### src/sv/i2cms_pkg.sv
// Shared constants and codes of the I2C master transfer sequencer.
package i2cms_pkg;

   localparam int DEFAULT_STORE_DEPTH = 64;

   // Read/write bit of the address byte.
   localparam logic [7:0] READ_BIT = 8'h01;

   typedef enum logic [1:0] {
      OP_LOAD  = 2'd0,
      OP_START = 2'd1,
      OP_EVENT = 2'd2
   } op_type;

   typedef enum logic [2:0] {
      ACT_NONE     = 3'd0,
      ACT_WRITE    = 3'd1,
      ACT_START    = 3'd2,
      ACT_RESTART  = 3'd3,
      ACT_RX_ENTER = 3'd4,
      ACT_RX_BYTE  = 3'd5
   } action_type;

   typedef enum logic [1:0] {
      ST_OK       = 2'd0,
      ST_NACK     = 2'd1,
      ST_ARB_LOST = 2'd2,
      ST_TOO_LONG = 2'd3
   } status_type;

endpackage

### src/sv/i2cms_if.sv
// Request and response channel interfaces of the I2C master transfer sequencer.
interface i2cms_req_if;
   logic        valid;
   logic        ready;
   logic [1:0]  operation;
   logic [5:0]  buf_index;
   logic [7:0]  buf_value;
   logic [6:0]  slave_address;
   logic [6:0]  prefix_len;
   logic [15:0] data_len;
   logic        is_write;
   logic        bus_busy;
   logic        got_nack;
   logic        arb_lost;
   logic [7:0]  rx_byte;

   modport source (
      output valid, operation, buf_index, buf_value, slave_address, prefix_len,
             data_len, is_write, bus_busy, got_nack, arb_lost, rx_byte,
      input  ready
   );
   modport sink (
      input  valid, operation, buf_index, buf_value, slave_address, prefix_len,
             data_len, is_write, bus_busy, got_nack, arb_lost, rx_byte,
      output ready
   );
endinterface

interface i2cms_rsp_if;
   logic        valid;
   logic        ready;
   logic [2:0]  action;
   logic [7:0]  bus_byte;
   logic        send_stop;
   logic        ack_disable;
   logic        done_res;
   logic [1:0]  status;
   logic [15:0] received_count;

   modport source (
      output valid, action, bus_byte, send_stop, ack_disable, done_res, status,
             received_count,
      input  ready
   );
   modport sink (
      input  valid, action, bus_byte, send_stop, ack_disable, done_res, status,
             received_count,
      output ready
   );
endinterface

### src/sv/i2cms_store.sv
// Transmit byte store with a registered prefetch of the next byte to send.
module i2cms_store #(
   parameter int STORE_DEPTH = i2cms_pkg::DEFAULT_STORE_DEPTH,
   localparam int AW = $clog2(STORE_DEPTH)
) (
   input  logic          clock,
   input  logic          wr_en,
   input  logic [AW-1:0] wr_addr,
   input  logic [7:0]    wr_data,
   input  logic [AW-1:0] rd_addr,
   output logic [7:0]    rd_data
);

   logic [7:0] mem [STORE_DEPTH];
   logic [7:0] rd_ff;

   always_ff @(posedge clock) begin
      if (wr_en) begin
         mem[wr_addr] <= wr_data;
      end
      // write in the same cycle at the prefetch address is forwarded
      if (wr_en && (wr_addr == rd_addr)) begin
         rd_ff <= wr_data;
      end else begin
         rd_ff <= mem[rd_addr];
      end
   end

   assign rd_data = rd_ff;

endmodule

### src/sv/i2c_master_transfer_sequencer.sv
// Top level of the I2C master transfer sequencer: request decode, sequencing and result register.
//
// Byte-level I2C master sequencer. Each request is a store load, a transfer start or a
// controller interrupt event, and each request yields exactly one response that tells the
// controller what to do next (send a byte, start or repeated start with an address byte,
// enter receive, hand over a received byte, generate stop) along with the ACK-disable
// setting, completion flag, status and received byte count. Throughput is one request per
// clock while the response channel does not stall. A request passes the request register,
// then the response register, with one pass of decision logic between; the next transmit byte
// comes from a prefetch register that always holds the store entry at the next send index,
// so a send never waits on the store read port. A start whose prefix plus write data does
// not fit in the store is answered with a too-long status and changes nothing. The store
// holds STORE_DEPTH bytes; entries read before being loaded return undefined data.
module i2c_master_transfer_sequencer #(
   parameter int STORE_DEPTH = i2cms_pkg::DEFAULT_STORE_DEPTH
) (
   input  logic        clock,
   input  logic        reset,
   i2cms_req_if.sink   req_chan,
   i2cms_rsp_if.source rsp_chan
);

   localparam int AW = $clog2(STORE_DEPTH);

   typedef struct packed {
      logic [1:0]  operation;
      logic [5:0]  buf_index;
      logic [7:0]  buf_value;
      logic [6:0]  slave_address;
      logic [6:0]  prefix_len;
      logic [15:0] data_len;
      logic        is_write;
      logic        bus_busy;
      logic        got_nack;
      logic        arb_lost;
      logic [7:0]  rx_byte;
   } req_type;

   typedef struct packed {
      i2cms_pkg::action_type action;
      logic [7:0]            bus_byte;
      logic                  send_stop;
      logic                  ack_disable;
      logic                  done_res;
      i2cms_pkg::status_type status;
      logic [15:0]           received_count;
   } rsp_type;

   // request register
   logic    req_valid_ff;
   req_type req_ff;
   // response register
   logic    rsp_valid_ff;
   rsp_type rsp_ff, rsp_in;

   // sequencer state
   logic          master_mode_ff, master_mode_in;
   logic          transmit_mode_ff, transmit_mode_in;
   logic          ack_off_ff, ack_off_in;
   logic [6:0]    prefix_left_ff, prefix_left_in;
   logic [15:0]   write_left_ff, write_left_in;
   logic [15:0]   read_left_ff, read_left_in;
   logic [AW-1:0] next_index_ff, next_index_in;
   logic          restart_pending_ff, restart_pending_in;
   logic [7:0]    address_byte_ff, address_byte_in;
   logic [15:0]   rx_total_ff, rx_total_in;

   logic          advance;
   logic          store_wr;
   logic [7:0]    store_byte;
   logic [16:0]   total_len;
   logic          too_long;
   logic          start_ok;

   // the request register moves on when the response register is free or being drained
   assign advance        = req_valid_ff && (!rsp_valid_ff || rsp_chan.ready);
   assign req_chan.ready = !req_valid_ff || advance;

   always_ff @(posedge clock) begin
      if (reset) begin
         req_valid_ff <= 1'b0;
      end else if (req_chan.ready) begin
         req_valid_ff <= req_chan.valid;
      end
   end

   always_ff @(posedge clock) begin
      if (req_chan.ready && req_chan.valid) begin
         req_ff.operation     <= req_chan.operation;
         req_ff.buf_index     <= req_chan.buf_index;
         req_ff.buf_value     <= req_chan.buf_value;
         req_ff.slave_address <= req_chan.slave_address;
         req_ff.prefix_len    <= req_chan.prefix_len;
         req_ff.data_len      <= req_chan.data_len;
         req_ff.is_write      <= req_chan.is_write;
         req_ff.bus_busy      <= req_chan.bus_busy;
         req_ff.got_nack      <= req_chan.got_nack;
         req_ff.arb_lost      <= req_chan.arb_lost;
         req_ff.rx_byte       <= req_chan.rx_byte;
      end
   end

   // loads beyond the store are dropped
   assign store_wr = advance
                     && (i2cms_pkg::op_type'(req_ff.operation) == i2cms_pkg::OP_LOAD)
                     && (32'(req_ff.buf_index) < 32'(STORE_DEPTH));

   i2cms_store #(
      .STORE_DEPTH (STORE_DEPTH)
   ) u_store (
      .clock   (clock),
      .wr_en   (store_wr),
      .wr_addr (AW'(req_ff.buf_index)),
      .wr_data (req_ff.buf_value),
      .rd_addr (next_index_in),
      .rd_data (store_byte)
   );

   // a read only needs room for its prefix
   assign total_len = 17'(req_ff.prefix_len)
                      + (req_ff.is_write ? 17'(req_ff.data_len) : 17'd0);
   assign too_long  = 32'(total_len) > 32'(STORE_DEPTH);
   assign start_ok  = !too_long;

   always_comb begin
      logic [15:0] read_dec;

      master_mode_in     = master_mode_ff;
      transmit_mode_in   = transmit_mode_ff;
      ack_off_in         = ack_off_ff;
      prefix_left_in     = prefix_left_ff;
      write_left_in      = write_left_ff;
      read_left_in       = read_left_ff;
      next_index_in      = next_index_ff;
      restart_pending_in = restart_pending_ff;
      address_byte_in    = address_byte_ff;
      rx_total_in        = rx_total_ff;
      read_dec           = (read_left_ff != 16'd0) ? read_left_ff - 16'd1 : 16'd0;

      rsp_in.action    = i2cms_pkg::ACT_NONE;
      rsp_in.bus_byte  = 8'd0;
      rsp_in.send_stop = 1'b0;
      rsp_in.done_res  = 1'b0;
      rsp_in.status    = i2cms_pkg::ST_OK;

      if (advance) begin
         unique case (i2cms_pkg::op_type'(req_ff.operation))
            i2cms_pkg::OP_LOAD: begin
               // store write happens in u_store
            end
            i2cms_pkg::OP_START: begin
               if (too_long) begin
                  rsp_in.status = i2cms_pkg::ST_TOO_LONG;
               end else begin
                  if (req_ff.bus_busy) begin
                     ack_off_in = 1'b0;
                  end
                  rx_total_in     = 16'd0;
                  next_index_in   = '0;
                  address_byte_in = {req_ff.slave_address, 1'b0};
                  prefix_left_in  = req_ff.prefix_len;
                  rsp_in.bus_byte = {req_ff.slave_address, 1'b0};
                  if (req_ff.is_write) begin
                     write_left_in      = req_ff.data_len;
                     read_left_in       = 16'd0;
                     restart_pending_in = 1'b0;
                  end else begin
                     write_left_in      = 16'd0;
                     read_left_in       = req_ff.data_len;
                     restart_pending_in = (req_ff.data_len != 16'd0)
                                          && (req_ff.prefix_len != 7'd0);
                     // no prefix: the first address byte already reads
                     if (req_ff.prefix_len == 7'd0) begin
                        rsp_in.bus_byte = {req_ff.slave_address, 1'b0}
                                          | i2cms_pkg::READ_BIT;
                     end
                  end
                  transmit_mode_in = 1'b1;
                  master_mode_in   = 1'b1;
                  // still holding the bus: repeated start
                  rsp_in.action = (master_mode_ff && !req_ff.bus_busy)
                                  ? i2cms_pkg::ACT_RESTART : i2cms_pkg::ACT_START;
               end
            end
            i2cms_pkg::OP_EVENT: begin
               if (master_mode_ff && transmit_mode_ff) begin
                  if (req_ff.got_nack) begin
                     master_mode_in     = 1'b0;
                     transmit_mode_in   = 1'b0;
                     prefix_left_in     = 7'd0;
                     write_left_in      = 16'd0;
                     read_left_in       = 16'd0;
                     restart_pending_in = 1'b0;
                     rsp_in.send_stop   = 1'b1;
                     rsp_in.status      = i2cms_pkg::ST_NACK;
                  end else if (prefix_left_ff != 7'd0) begin
                     prefix_left_in  = prefix_left_ff - 7'd1;
                     next_index_in   = next_index_ff + AW'(1);
                     rsp_in.bus_byte = store_byte;
                     rsp_in.action   = i2cms_pkg::ACT_WRITE;
                  end else if (write_left_ff != 16'd0) begin
                     write_left_in   = write_left_ff - 16'd1;
                     next_index_in   = next_index_ff + AW'(1);
                     rsp_in.bus_byte = store_byte;
                     rsp_in.action   = i2cms_pkg::ACT_WRITE;
                  end else if (read_left_ff != 16'd0) begin
                     if (restart_pending_ff) begin
                        restart_pending_in = 1'b0;
                        rsp_in.bus_byte    = address_byte_ff | i2cms_pkg::READ_BIT;
                        rsp_in.action      = i2cms_pkg::ACT_RESTART;
                     end else begin
                        ack_off_in       = (read_left_ff == 16'd1);
                        transmit_mode_in = 1'b0;
                        rsp_in.action    = i2cms_pkg::ACT_RX_ENTER;
                     end
                  end else begin
                     master_mode_in   = 1'b0;
                     transmit_mode_in = 1'b0;
                     rsp_in.send_stop = 1'b1;
                     rsp_in.done_res  = 1'b1;
                  end
               end else if (master_mode_ff) begin
                  // receive mode; empty count counts as the final byte
                  read_left_in = read_dec;
                  if (read_dec != 16'd0) begin
                     if (read_dec == 16'd1) begin
                        ack_off_in = 1'b1;
                     end
                  end else begin
                     master_mode_in   = 1'b0;
                     ack_off_in       = 1'b0;
                     rsp_in.send_stop = 1'b1;
                     rsp_in.done_res  = 1'b1;
                  end
                  if (rx_total_ff != 16'hFFFF) begin
                     rx_total_in = rx_total_ff + 16'd1;
                  end
                  rsp_in.bus_byte = req_ff.rx_byte;
                  rsp_in.action   = i2cms_pkg::ACT_RX_BYTE;
               end else if (req_ff.arb_lost) begin
                  prefix_left_in     = 7'd0;
                  write_left_in      = 16'd0;
                  read_left_in       = 16'd0;
                  restart_pending_in = 1'b0;
                  transmit_mode_in   = 1'b0;
                  rsp_in.status      = i2cms_pkg::ST_ARB_LOST;
               end
            end
            default: begin
               // unused operation code: no effect
            end
         endcase
      end

      rsp_in.ack_disable    = ack_off_in;
      rsp_in.received_count = rx_total_in;
   end

   always_ff @(posedge clock) begin
      if (reset) begin
         master_mode_ff     <= 1'b0;
         transmit_mode_ff   <= 1'b0;
         ack_off_ff         <= 1'b0;
         prefix_left_ff     <= 7'd0;
         write_left_ff      <= 16'd0;
         read_left_ff       <= 16'd0;
         next_index_ff      <= '0;
         restart_pending_ff <= 1'b0;
         address_byte_ff    <= 8'd0;
         rx_total_ff        <= 16'd0;
      end else begin
         master_mode_ff     <= master_mode_in;
         transmit_mode_ff   <= transmit_mode_in;
         ack_off_ff         <= ack_off_in;
         prefix_left_ff     <= prefix_left_in;
         write_left_ff      <= write_left_in;
         read_left_ff       <= read_left_in;
         next_index_ff      <= next_index_in;
         restart_pending_ff <= restart_pending_in;
         address_byte_ff    <= address_byte_in;
         rx_total_ff        <= rx_total_in;
      end
   end

   // response register
   always_ff @(posedge clock) begin
      if (reset) begin
         rsp_valid_ff <= 1'b0;
      end else if (advance) begin
         rsp_valid_ff <= 1'b1;
      end else if (rsp_chan.ready) begin
         rsp_valid_ff <= 1'b0;
      end
   end

   always_ff @(posedge clock) begin
      if (advance) begin
         rsp_ff <= rsp_in;
      end
   end

   assign rsp_chan.valid          = rsp_valid_ff;
   assign rsp_chan.action         = rsp_ff.action;
   assign rsp_chan.bus_byte       = rsp_ff.bus_byte;
   assign rsp_chan.send_stop      = rsp_ff.send_stop;
   assign rsp_chan.ack_disable    = rsp_ff.ack_disable;
   assign rsp_chan.done_res       = rsp_ff.done_res;
   assign rsp_chan.status         = rsp_ff.status;
   assign rsp_chan.received_count = rsp_ff.received_count;

   // transmit mode only exists inside master mode
   a_tx_in_master: assert property (@(posedge clock) disable iff (reset)
      transmit_mode_ff |-> master_mode_ff)
      else $error("transmit mode set outside master mode");

   // prefix bytes are only pending while transmitting
   a_prefix_tx: assert property (@(posedge clock) disable iff (reset)
      (prefix_left_ff != 7'd0) |-> transmit_mode_ff)
      else $error("prefix bytes pending outside transmit mode");

   // an accepted start takes the bus and clears the receive count
   a_start_takes_bus: assert property (@(posedge clock) disable iff (reset)
      (advance && (i2cms_pkg::op_type'(req_ff.operation) == i2cms_pkg::OP_START)
       && start_ok)
      |=> (master_mode_ff && transmit_mode_ff && (rx_total_ff == 16'd0)))
      else $error("start did not enter master transmit");

   // a stop always leaves master mode
   a_stop_leaves_master: assert property (@(posedge clock) disable iff (reset)
      (advance && rsp_in.send_stop) |=> (!master_mode_ff && rsp_valid_ff))
      else $error("stop issued while master mode kept");

endmodule
### src/flat_wrapper.sv
// flat-port wrapper written by rule: the top's interface ports become plain ports
module i2c_master_transfer_sequencer_flat 
#(
   parameter int STORE_DEPTH = i2cms_pkg::DEFAULT_STORE_DEPTH
)
  (clock, reset, req_chan_valid, req_chan_operation, req_chan_buf_index, req_chan_buf_value, req_chan_slave_address, req_chan_prefix_len, req_chan_data_len, req_chan_is_write, req_chan_bus_busy, req_chan_got_nack, req_chan_arb_lost, req_chan_rx_byte, req_chan_ready, rsp_chan_valid, rsp_chan_action, rsp_chan_bus_byte, rsp_chan_send_stop, rsp_chan_ack_disable, rsp_chan_done_res, rsp_chan_status, rsp_chan_received_count, rsp_chan_ready);
  i2cms_req_if req_chan_i ();
  i2cms_rsp_if rsp_chan_i ();
  input  logic clock;
  input  logic reset;
  input wire logic [$bits(req_chan_i.valid)-1:0] req_chan_valid;
  input wire logic [$bits(req_chan_i.operation)-1:0] req_chan_operation;
  input wire logic [$bits(req_chan_i.buf_index)-1:0] req_chan_buf_index;
  input wire logic [$bits(req_chan_i.buf_value)-1:0] req_chan_buf_value;
  input wire logic [$bits(req_chan_i.slave_address)-1:0] req_chan_slave_address;
  input wire logic [$bits(req_chan_i.prefix_len)-1:0] req_chan_prefix_len;
  input wire logic [$bits(req_chan_i.data_len)-1:0] req_chan_data_len;
  input wire logic [$bits(req_chan_i.is_write)-1:0] req_chan_is_write;
  input wire logic [$bits(req_chan_i.bus_busy)-1:0] req_chan_bus_busy;
  input wire logic [$bits(req_chan_i.got_nack)-1:0] req_chan_got_nack;
  input wire logic [$bits(req_chan_i.arb_lost)-1:0] req_chan_arb_lost;
  input wire logic [$bits(req_chan_i.rx_byte)-1:0] req_chan_rx_byte;
  output wire logic [$bits(req_chan_i.ready)-1:0] req_chan_ready;
  output wire logic [$bits(rsp_chan_i.valid)-1:0] rsp_chan_valid;
  output wire logic [$bits(rsp_chan_i.action)-1:0] rsp_chan_action;
  output wire logic [$bits(rsp_chan_i.bus_byte)-1:0] rsp_chan_bus_byte;
  output wire logic [$bits(rsp_chan_i.send_stop)-1:0] rsp_chan_send_stop;
  output wire logic [$bits(rsp_chan_i.ack_disable)-1:0] rsp_chan_ack_disable;
  output wire logic [$bits(rsp_chan_i.done_res)-1:0] rsp_chan_done_res;
  output wire logic [$bits(rsp_chan_i.status)-1:0] rsp_chan_status;
  output wire logic [$bits(rsp_chan_i.received_count)-1:0] rsp_chan_received_count;
  input wire logic [$bits(rsp_chan_i.ready)-1:0] rsp_chan_ready;
  assign req_chan_i.valid = req_chan_valid;
  assign req_chan_i.operation = req_chan_operation;
  assign req_chan_i.buf_index = req_chan_buf_index;
  assign req_chan_i.buf_value = req_chan_buf_value;
  assign req_chan_i.slave_address = req_chan_slave_address;
  assign req_chan_i.prefix_len = req_chan_prefix_len;
  assign req_chan_i.data_len = req_chan_data_len;
  assign req_chan_i.is_write = req_chan_is_write;
  assign req_chan_i.bus_busy = req_chan_bus_busy;
  assign req_chan_i.got_nack = req_chan_got_nack;
  assign req_chan_i.arb_lost = req_chan_arb_lost;
  assign req_chan_i.rx_byte = req_chan_rx_byte;
  assign req_chan_ready = req_chan_i.ready;
  assign rsp_chan_valid = rsp_chan_i.valid;
  assign rsp_chan_action = rsp_chan_i.action;
  assign rsp_chan_bus_byte = rsp_chan_i.bus_byte;
  assign rsp_chan_send_stop = rsp_chan_i.send_stop;
  assign rsp_chan_ack_disable = rsp_chan_i.ack_disable;
  assign rsp_chan_done_res = rsp_chan_i.done_res;
  assign rsp_chan_status = rsp_chan_i.status;
  assign rsp_chan_received_count = rsp_chan_i.received_count;
  assign rsp_chan_i.ready = rsp_chan_ready;
  i2c_master_transfer_sequencer #(.STORE_DEPTH(STORE_DEPTH)) u_core (.clock(clock), .reset(reset), .req_chan(req_chan_i), .rsp_chan(rsp_chan_i));
endmodule
### config.mk
export PLATFORM = sky130hd
export DESIGN_NAME = i2c_master_transfer_sequencer_flat
export DESIGN_NICKNAME = d
export VERILOG_FILES = /design/src/sv/i2cms_pkg.sv /design/src/sv/i2cms_if.sv /design/src/sv/i2cms_store.sv /design/src/sv/i2c_master_transfer_sequencer.sv /design/src/flat_wrapper.sv
export SDC_FILE = /design/constraint.sdc
export NUM_CORES = 1
export LEC_CHECK = 0
export BUFFER_PORTS_ARGS = -buffer_cell sky130_fd_sc_hd__buf_2
export CORE_ASPECT_RATIO = 0.8
export CORE_MARGIN = 2
export CORE_UTILIZATION = 28
export CTS_CLUSTER_DIAMETER = 200
export DETAILED_ROUTE_END_ITERATION = 8
export GPL_TIMING_DRIVEN = 0
export PLACE_DENSITY = 0.46
export REMOVE_ABC_BUFFERS = 1
export SLEW_MARGIN = 0
export SYNTH_ARGS = -nofsm -noshare
export SYNTH_HDL_FRONTEND = slang
export SYNTH_HIERARCHICAL = 1
export SYNTH_SLANG_ARGS = --single-unit
### constraint.sdc
create_clock -name clock -period 10.2 [get_ports clock]
set_input_delay 1.53 -clock clock [delete_from_list [all_inputs] [get_ports clock]]
set_output_delay 1.53 -clock clock [all_outputs]
set_load 0.01 [all_outputs]
-- Word-level counts from Yosys, hierarchy flattened
Memory sizes are Yosys's and may differ from the RTL's. A register that Yosys moved wholly into a read port is not among the register bits.
Index checks and enable logic that the tools add are counted.
- flip-flop bits (word level): 164
- bits in writable memories: 512
- memories kept: 1
- bits of input ports: 62
- memories (name ; depth ; width ; rd ports ; clocked after memory_dff ; wr ports ; RTL line ; RTL):
    u_core.u_store.mem ; 64 ; 8 ; 1 ; 1 ; 1 ; i2cms_store.sv:14 ; logic [7:0] mem [STORE_DEPTH];
- order comparisons: 1
- bitwise operators: 1
- $add $sub $neg: 6
- mux-type cells: 106
- reductions and logical operators: 28
- eq/ne operators: 17
- operators by type and width (operator ; number):
    16-bit 2-to-1 mux ; 20
    16-bit one-hot mux with 2 select lines ; 3
    16-bit nonzero test ; 4
    1-bit 2-to-1 mux ; 50
    11-bit 2-to-1 mux ; 4
    7-bit 2-to-1 mux ; 6
    6-bit 2-to-1 mux ; 6
    16-bit by 1-bit equality test with 1-bit output, second input constant ; 2
    16-bit by 1-bit subtractor with 16-bit output, second input constant ; 2
    12-bit 2-to-1 mux ; 2
    11-bit one-hot mux with 2 select lines ; 1
    4-bit by 3-bit != test with 1-bit output, second input constant ; 5
    7-bit by 17-bit adder with 17-bit output ; 1
    17-bit by 7-bit greater-than comparator with 1-bit output, second input constant ; 1
    16-bit by 1-bit adder with 16-bit output, second input constant ; 1
    16-bit != test, second input constant ; 1
    8-bit AND reduction ; 2
    7-bit one-hot mux with 2 select lines ; 1
    7-bit nonzero test ; 2
    6-bit one-hot mux with 2 select lines ; 1
    6-bit AND reduction ; 2
    10-bit 2-to-1 mux ; 1
    8-bit 2-to-1 mux ; 1
    1-bit one-hot mux with 2 select lines ; 4
    other kinds (24) ; 36

-- Longest topological paths before layout
- depth after elaboration: 9
- gate-level depth with buffers: 14
- mapped depth without buffers: 11

-- Cells and area by module
Netlist, hierarchy kept.
- by module, submodules not included (module ; area each (um2) ; seq. area each (um2) ; cells each ; instances):
    i2cms_store ; 20150.6 ; 15494.9 ; 970 ; 1
    i2c_master_transfer_sequencer ; 8499.4 ; 4184.0 ; 873 ; 1

-- Worst setup path after synthesis
OpenSTA, ideal clock, no wires.
- path type: input to register
- start: input port rsp_chan_ready
- end: memory u_core.u_store.mem[33][0] (enable)
- setup slack: 6020 ps
- setup time: 370 ps
- stages: 8
- data arrival time: 3810 ps
- cell sequence: nor2b_1 nand2b_1 inv_1 and2_1 nand2_1 or3_1 clkbuf_1 nor2_1
- cells in the longest elaborated chain, start to end: 5
- ends and longest elaborated chain (element ; RTL line ; RTL):
    start: declaration ; flat_wrapper.sv:32 ; input wire logic [$bits(rsp_chan_i.ready)-1:0] rsp_chan_ready;
    1-bit logical OR ; i2c_master_transfer_sequencer.sv:76 ; assign advance = req_valid_ff && (!rsp_valid_ff || rsp_chan.ready);
    1-bit logical AND ; i2c_master_transfer_sequencer.sv:76 ;
    named net u_core.advance ; i2c_master_transfer_sequencer.sv:68 ; logic advance;
    1-bit logical AND ; i2c_master_transfer_sequencer.sv:105 ; && (i2cms_pkg::op_type'(req_ff.operation) == i2cms_pkg::OP_LOAD)
    named net u_core.store_wr ; i2c_master_transfer_sequencer.sv:69 ; logic store_wr;
    1-bit 2-to-1 mux ; i2cms_store.sv:18 ; if (wr_en) begin
    1-bit 2-to-1 mux (implied by the code) ; i2cms_store.sv:19 ; mem[wr_addr] <= wr_data;
    end: declaration ; i2cms_store.sv:14 ;
The timed path passes the listed nets, and every way through them passes these cells.

-- Final worst setup path
- start: input port rsp_chan_ready
- end: memory u_core.u_store.mem[50][6] (enable)
Same word-level chain as after synthesis.

==> reports/metrics.yaml <==
status:
  outcome: "completed"
power:
  power.density_nw_per_um2: 181.1
  ir_drop_v: 0.0001114
  p_leak_uw: 0.01038
  p_total_uw: 6041
placement:
  gp_congestion: 0.8334
  dpl.hpwl_um: 55160
  port_buffers: 95
sta:
  worst_slew_pin_slew_ns: 1.385
  slew_viol_final: 0
  fin_crit_sh_pct: 48.67
  rsz0062_at_grt: "false"
  fin_crit_ns: 4.964
  slew_headroom_pct: 7.144
  max_freq_mhz: 201.5
  setup_violations: 0
  final.setup.tns_ns: 0
  worst_clock_skew_ns: 0.03096
  finalHoldViolations: 0
global_routing:
  grt_pass1_vias: 17210
  top_usage_layer: "met1"
  gr-usage-met3_pct: 2.741
  grt-ovfl-total: 0
  met1_usage_pct: 23.18
  groute.usage.overall_pct: 15.41
  antenna_found_initial: 5
  grt_pass1_wl_um: 119600
  grt_max_degree: 51
  use_met2_pct: 22.69
worst_setup_path:
  worstSetupEndpointType: "register"
  critPathKind: "in -> reg"
  slowest_stage: "nor2_1"
  ff2ff_path_depth: 11
  path_depth: 7
  worstSetupStartpointType: "primary input"
  timing.rr.start: "u_core/req_ff[11]"
  cp_top_family: "simple AND/OR/NAND/NOR gates"
  cp.arrival_ns: 5.20
  crit_start: "rsp_chan_ready"
  cp.required_ns: 10.44
  path_cells: "buf_2, nor2b_1, nand2b_1, inv_2, and2_1, nand3_1, nor2_1"
  worst-path-buf-inv: 2
  ff2ff_setup_slack_ns: 5.61
  crit_path_max_incr_delay_ns: 1.10
  crit_end: "u_core/u_store/mem[50][6]"
  r2r_end: "u_core/rsp_chan.received_count[15]"
  path_max_fanout: 36
logic_synthesis:
  synth_common_cells: "602 x edfxtp_1, 177 x nor2_1, 124 x mux4_2"
  ys_seq_area_share_pct: 68.69
  yosysUniqueCellTypes: 93
  ys_warn_count: 6
  netlist_instances: 1843
  synth_ff_type: "edfxtp_1"
  synthMostInstantiatedCell: "edfxtp_1"
  yosysTopAreaCell: "edfxtp_1"
  synth_async_sr_flop_share_pct: 0
  synth.area.top_cells: "edfxtp_1 63%, mux4_2 9.7%, dfxtp_1 5.6%"
  syn_area_um2: 28650
  ys_seq_elements: 682
  yosysTopAreaCellShare_pct: 63.10
  synth_edf_count: 602
  syn_area_per_cell_um2: 15.55
cts:
  cts_tree: "done"
  ctsLongestPathBuffers: 3
  clock_latency_ns: 0.63
  ctsHoldBuffers: 0
  numCtsBuffers: 73
  clkSlewWorstSetupHoldPaths_ns: 0.06
  post_cts_resized: 0
  post_cts_buffers: 0
  cts-htree-levels: 3
  cts.sinks: 682
  clockRootBuffer: "clkbuf_16"
floorplan:
  rows: 104
  die_area_um2: 104900
  die_w_um: 361.6
  die-height_um: 290.1
  core_um2: 101000
  initial_core_util_pct: 28.37
  ios: 96
drt:
  drt_wl_total_um: 82480
  drtIter0Drc: 1585
  ant_nets: 0
  route.detailed.drc: 0
  vias: 17460
  first_pass_iters: 5
  vias_per_cell: 5.264
  wl_per_cell_um: 24.86
min_path:
  holdCritPathClass: "reg -> reg"
finish:
  nNetsFinal: 2017
  syn_to_final_growth_pct: 16.41
  drive_above_1_share_pct: 20.08
  n_antenna_cell: 0
  fin_util_pct: 33.03
run:
  cap_viol_max_count: 0
==> cell type report <==
| class | count | area (um^2) |
|---|---|---|
| fill | 9764 | 67620 |
| inverter | 25 | 93.84 |
| tap | 1325 | 1658 |
| sequential | 682 | 19690 |
| timing repair buffer | 123 | 1179 |
| clock buffer | 89 | 1929 |
| clock inverter | 40 | 446.7 |
| multi-input combinational | 1033 | 8353 |
==> routing by layer <==
metal | wire length (um) | vias to the layer above
li1 | - | 7570
met1 | 39870 | 9244
met2 | 36200 | 525
met3 | 4459 | 119
met4 | 1914 | 4
met5 | 25 | -
==> metrics by stage <==
stage / cells / hold WS (ns) / instance area [um^2] / setup WS, ns
after global routing: 3317 / 0.5016 / 33350 / 5.163
after CTS: 3317 / 0.4839 / 33350 / 5.395
after global placement: 3160 / 0.4701 / 30250 / -0.6806
after detailed placement: 3188 / 0.4753 / 30970 / 4.730
final: 3317 / 0.4847 / 33350 / 5.236
after floorplan: 1740 / 0.4429 / 28110 / 2.796
==> state kept, by name (all words and copies together) (netlist names), 6 cells and up, named ones only <==
name	flops
u_core/next_index_ff	6
u_core/address_byte_ff	7
u_core/prefix_left_ff	7
u_core/rsp_chan.bus_byte	8
u_core/read_left_ff	16
u_core/rsp_chan.received_count	16
u_core/u_store/mem	512
u_core/rx_total_ff	16
u_core/req_ff	58
u_core/write_left_ff	16
==> worst min-delay path by stage <==
stage,from,endpoint,slack (ns),cells after the start
6_report,u_core/next_index_ff[5],u_core/next_index_ff[5],0.48,2
5_1_grt,u_core/next_index_ff[5],u_core/next_index_ff[5],0.50,2
2_1_floorplan,u_core/prefix_left_ff[6],u_core/prefix_left_ff[6],0.44,2
3_5_place_dp,u_core/next_index_ff[5],u_core/next_index_ff[5],0.48,2
4_1_cts,u_core/next_index_ff[5],u_core/next_index_ff[5],0.48,2
3_3_place_gp,u_core/next_index_ff[5],u_core/next_index_ff[5],0.47,2
==> cells in the final DEF (no fill, tap or decap), types with 45 or more instances in the layout <==
cell type / synthesis / final
a21oi_1: 88 / 87
buf_2: 31 / 95
clkbuf_16: 0 / 75
dfxtp_1: 80 / 75
edfxtp_1: 602 / 602
mux4_2: 124 / 124
nand2_1: 84 / 84
nand3_1: 49 / 49
nor2_1: 177 / 176
o21ai_0: 45 / 45
==> logic make-up after synthesis <==
kind of cell               synth area share (%)
and+or+nand+nor                           8.643
DFF                                       68.69
AOI/OAI and AO/OA                         8.529
muxes                                     10.81
buffers and inverters                     2.197
adders and majority gates                0.7686
xor gates and xnor gates                 0.3669
==> worst min-delay path, delay by kind of cell (launching register included) <==
family,cells,cell delay [ns]
flip-flops,1,0.32
AO/OA/AOI/OAI,2,0.12
==> power by group <==
part,internal (uW),total (uW),switching [uW]
Combinational,88.8,260,171
Sequential,3060,3110,46.7
Clock,1560,2670,1110
(Power assumes the default switching activity.)
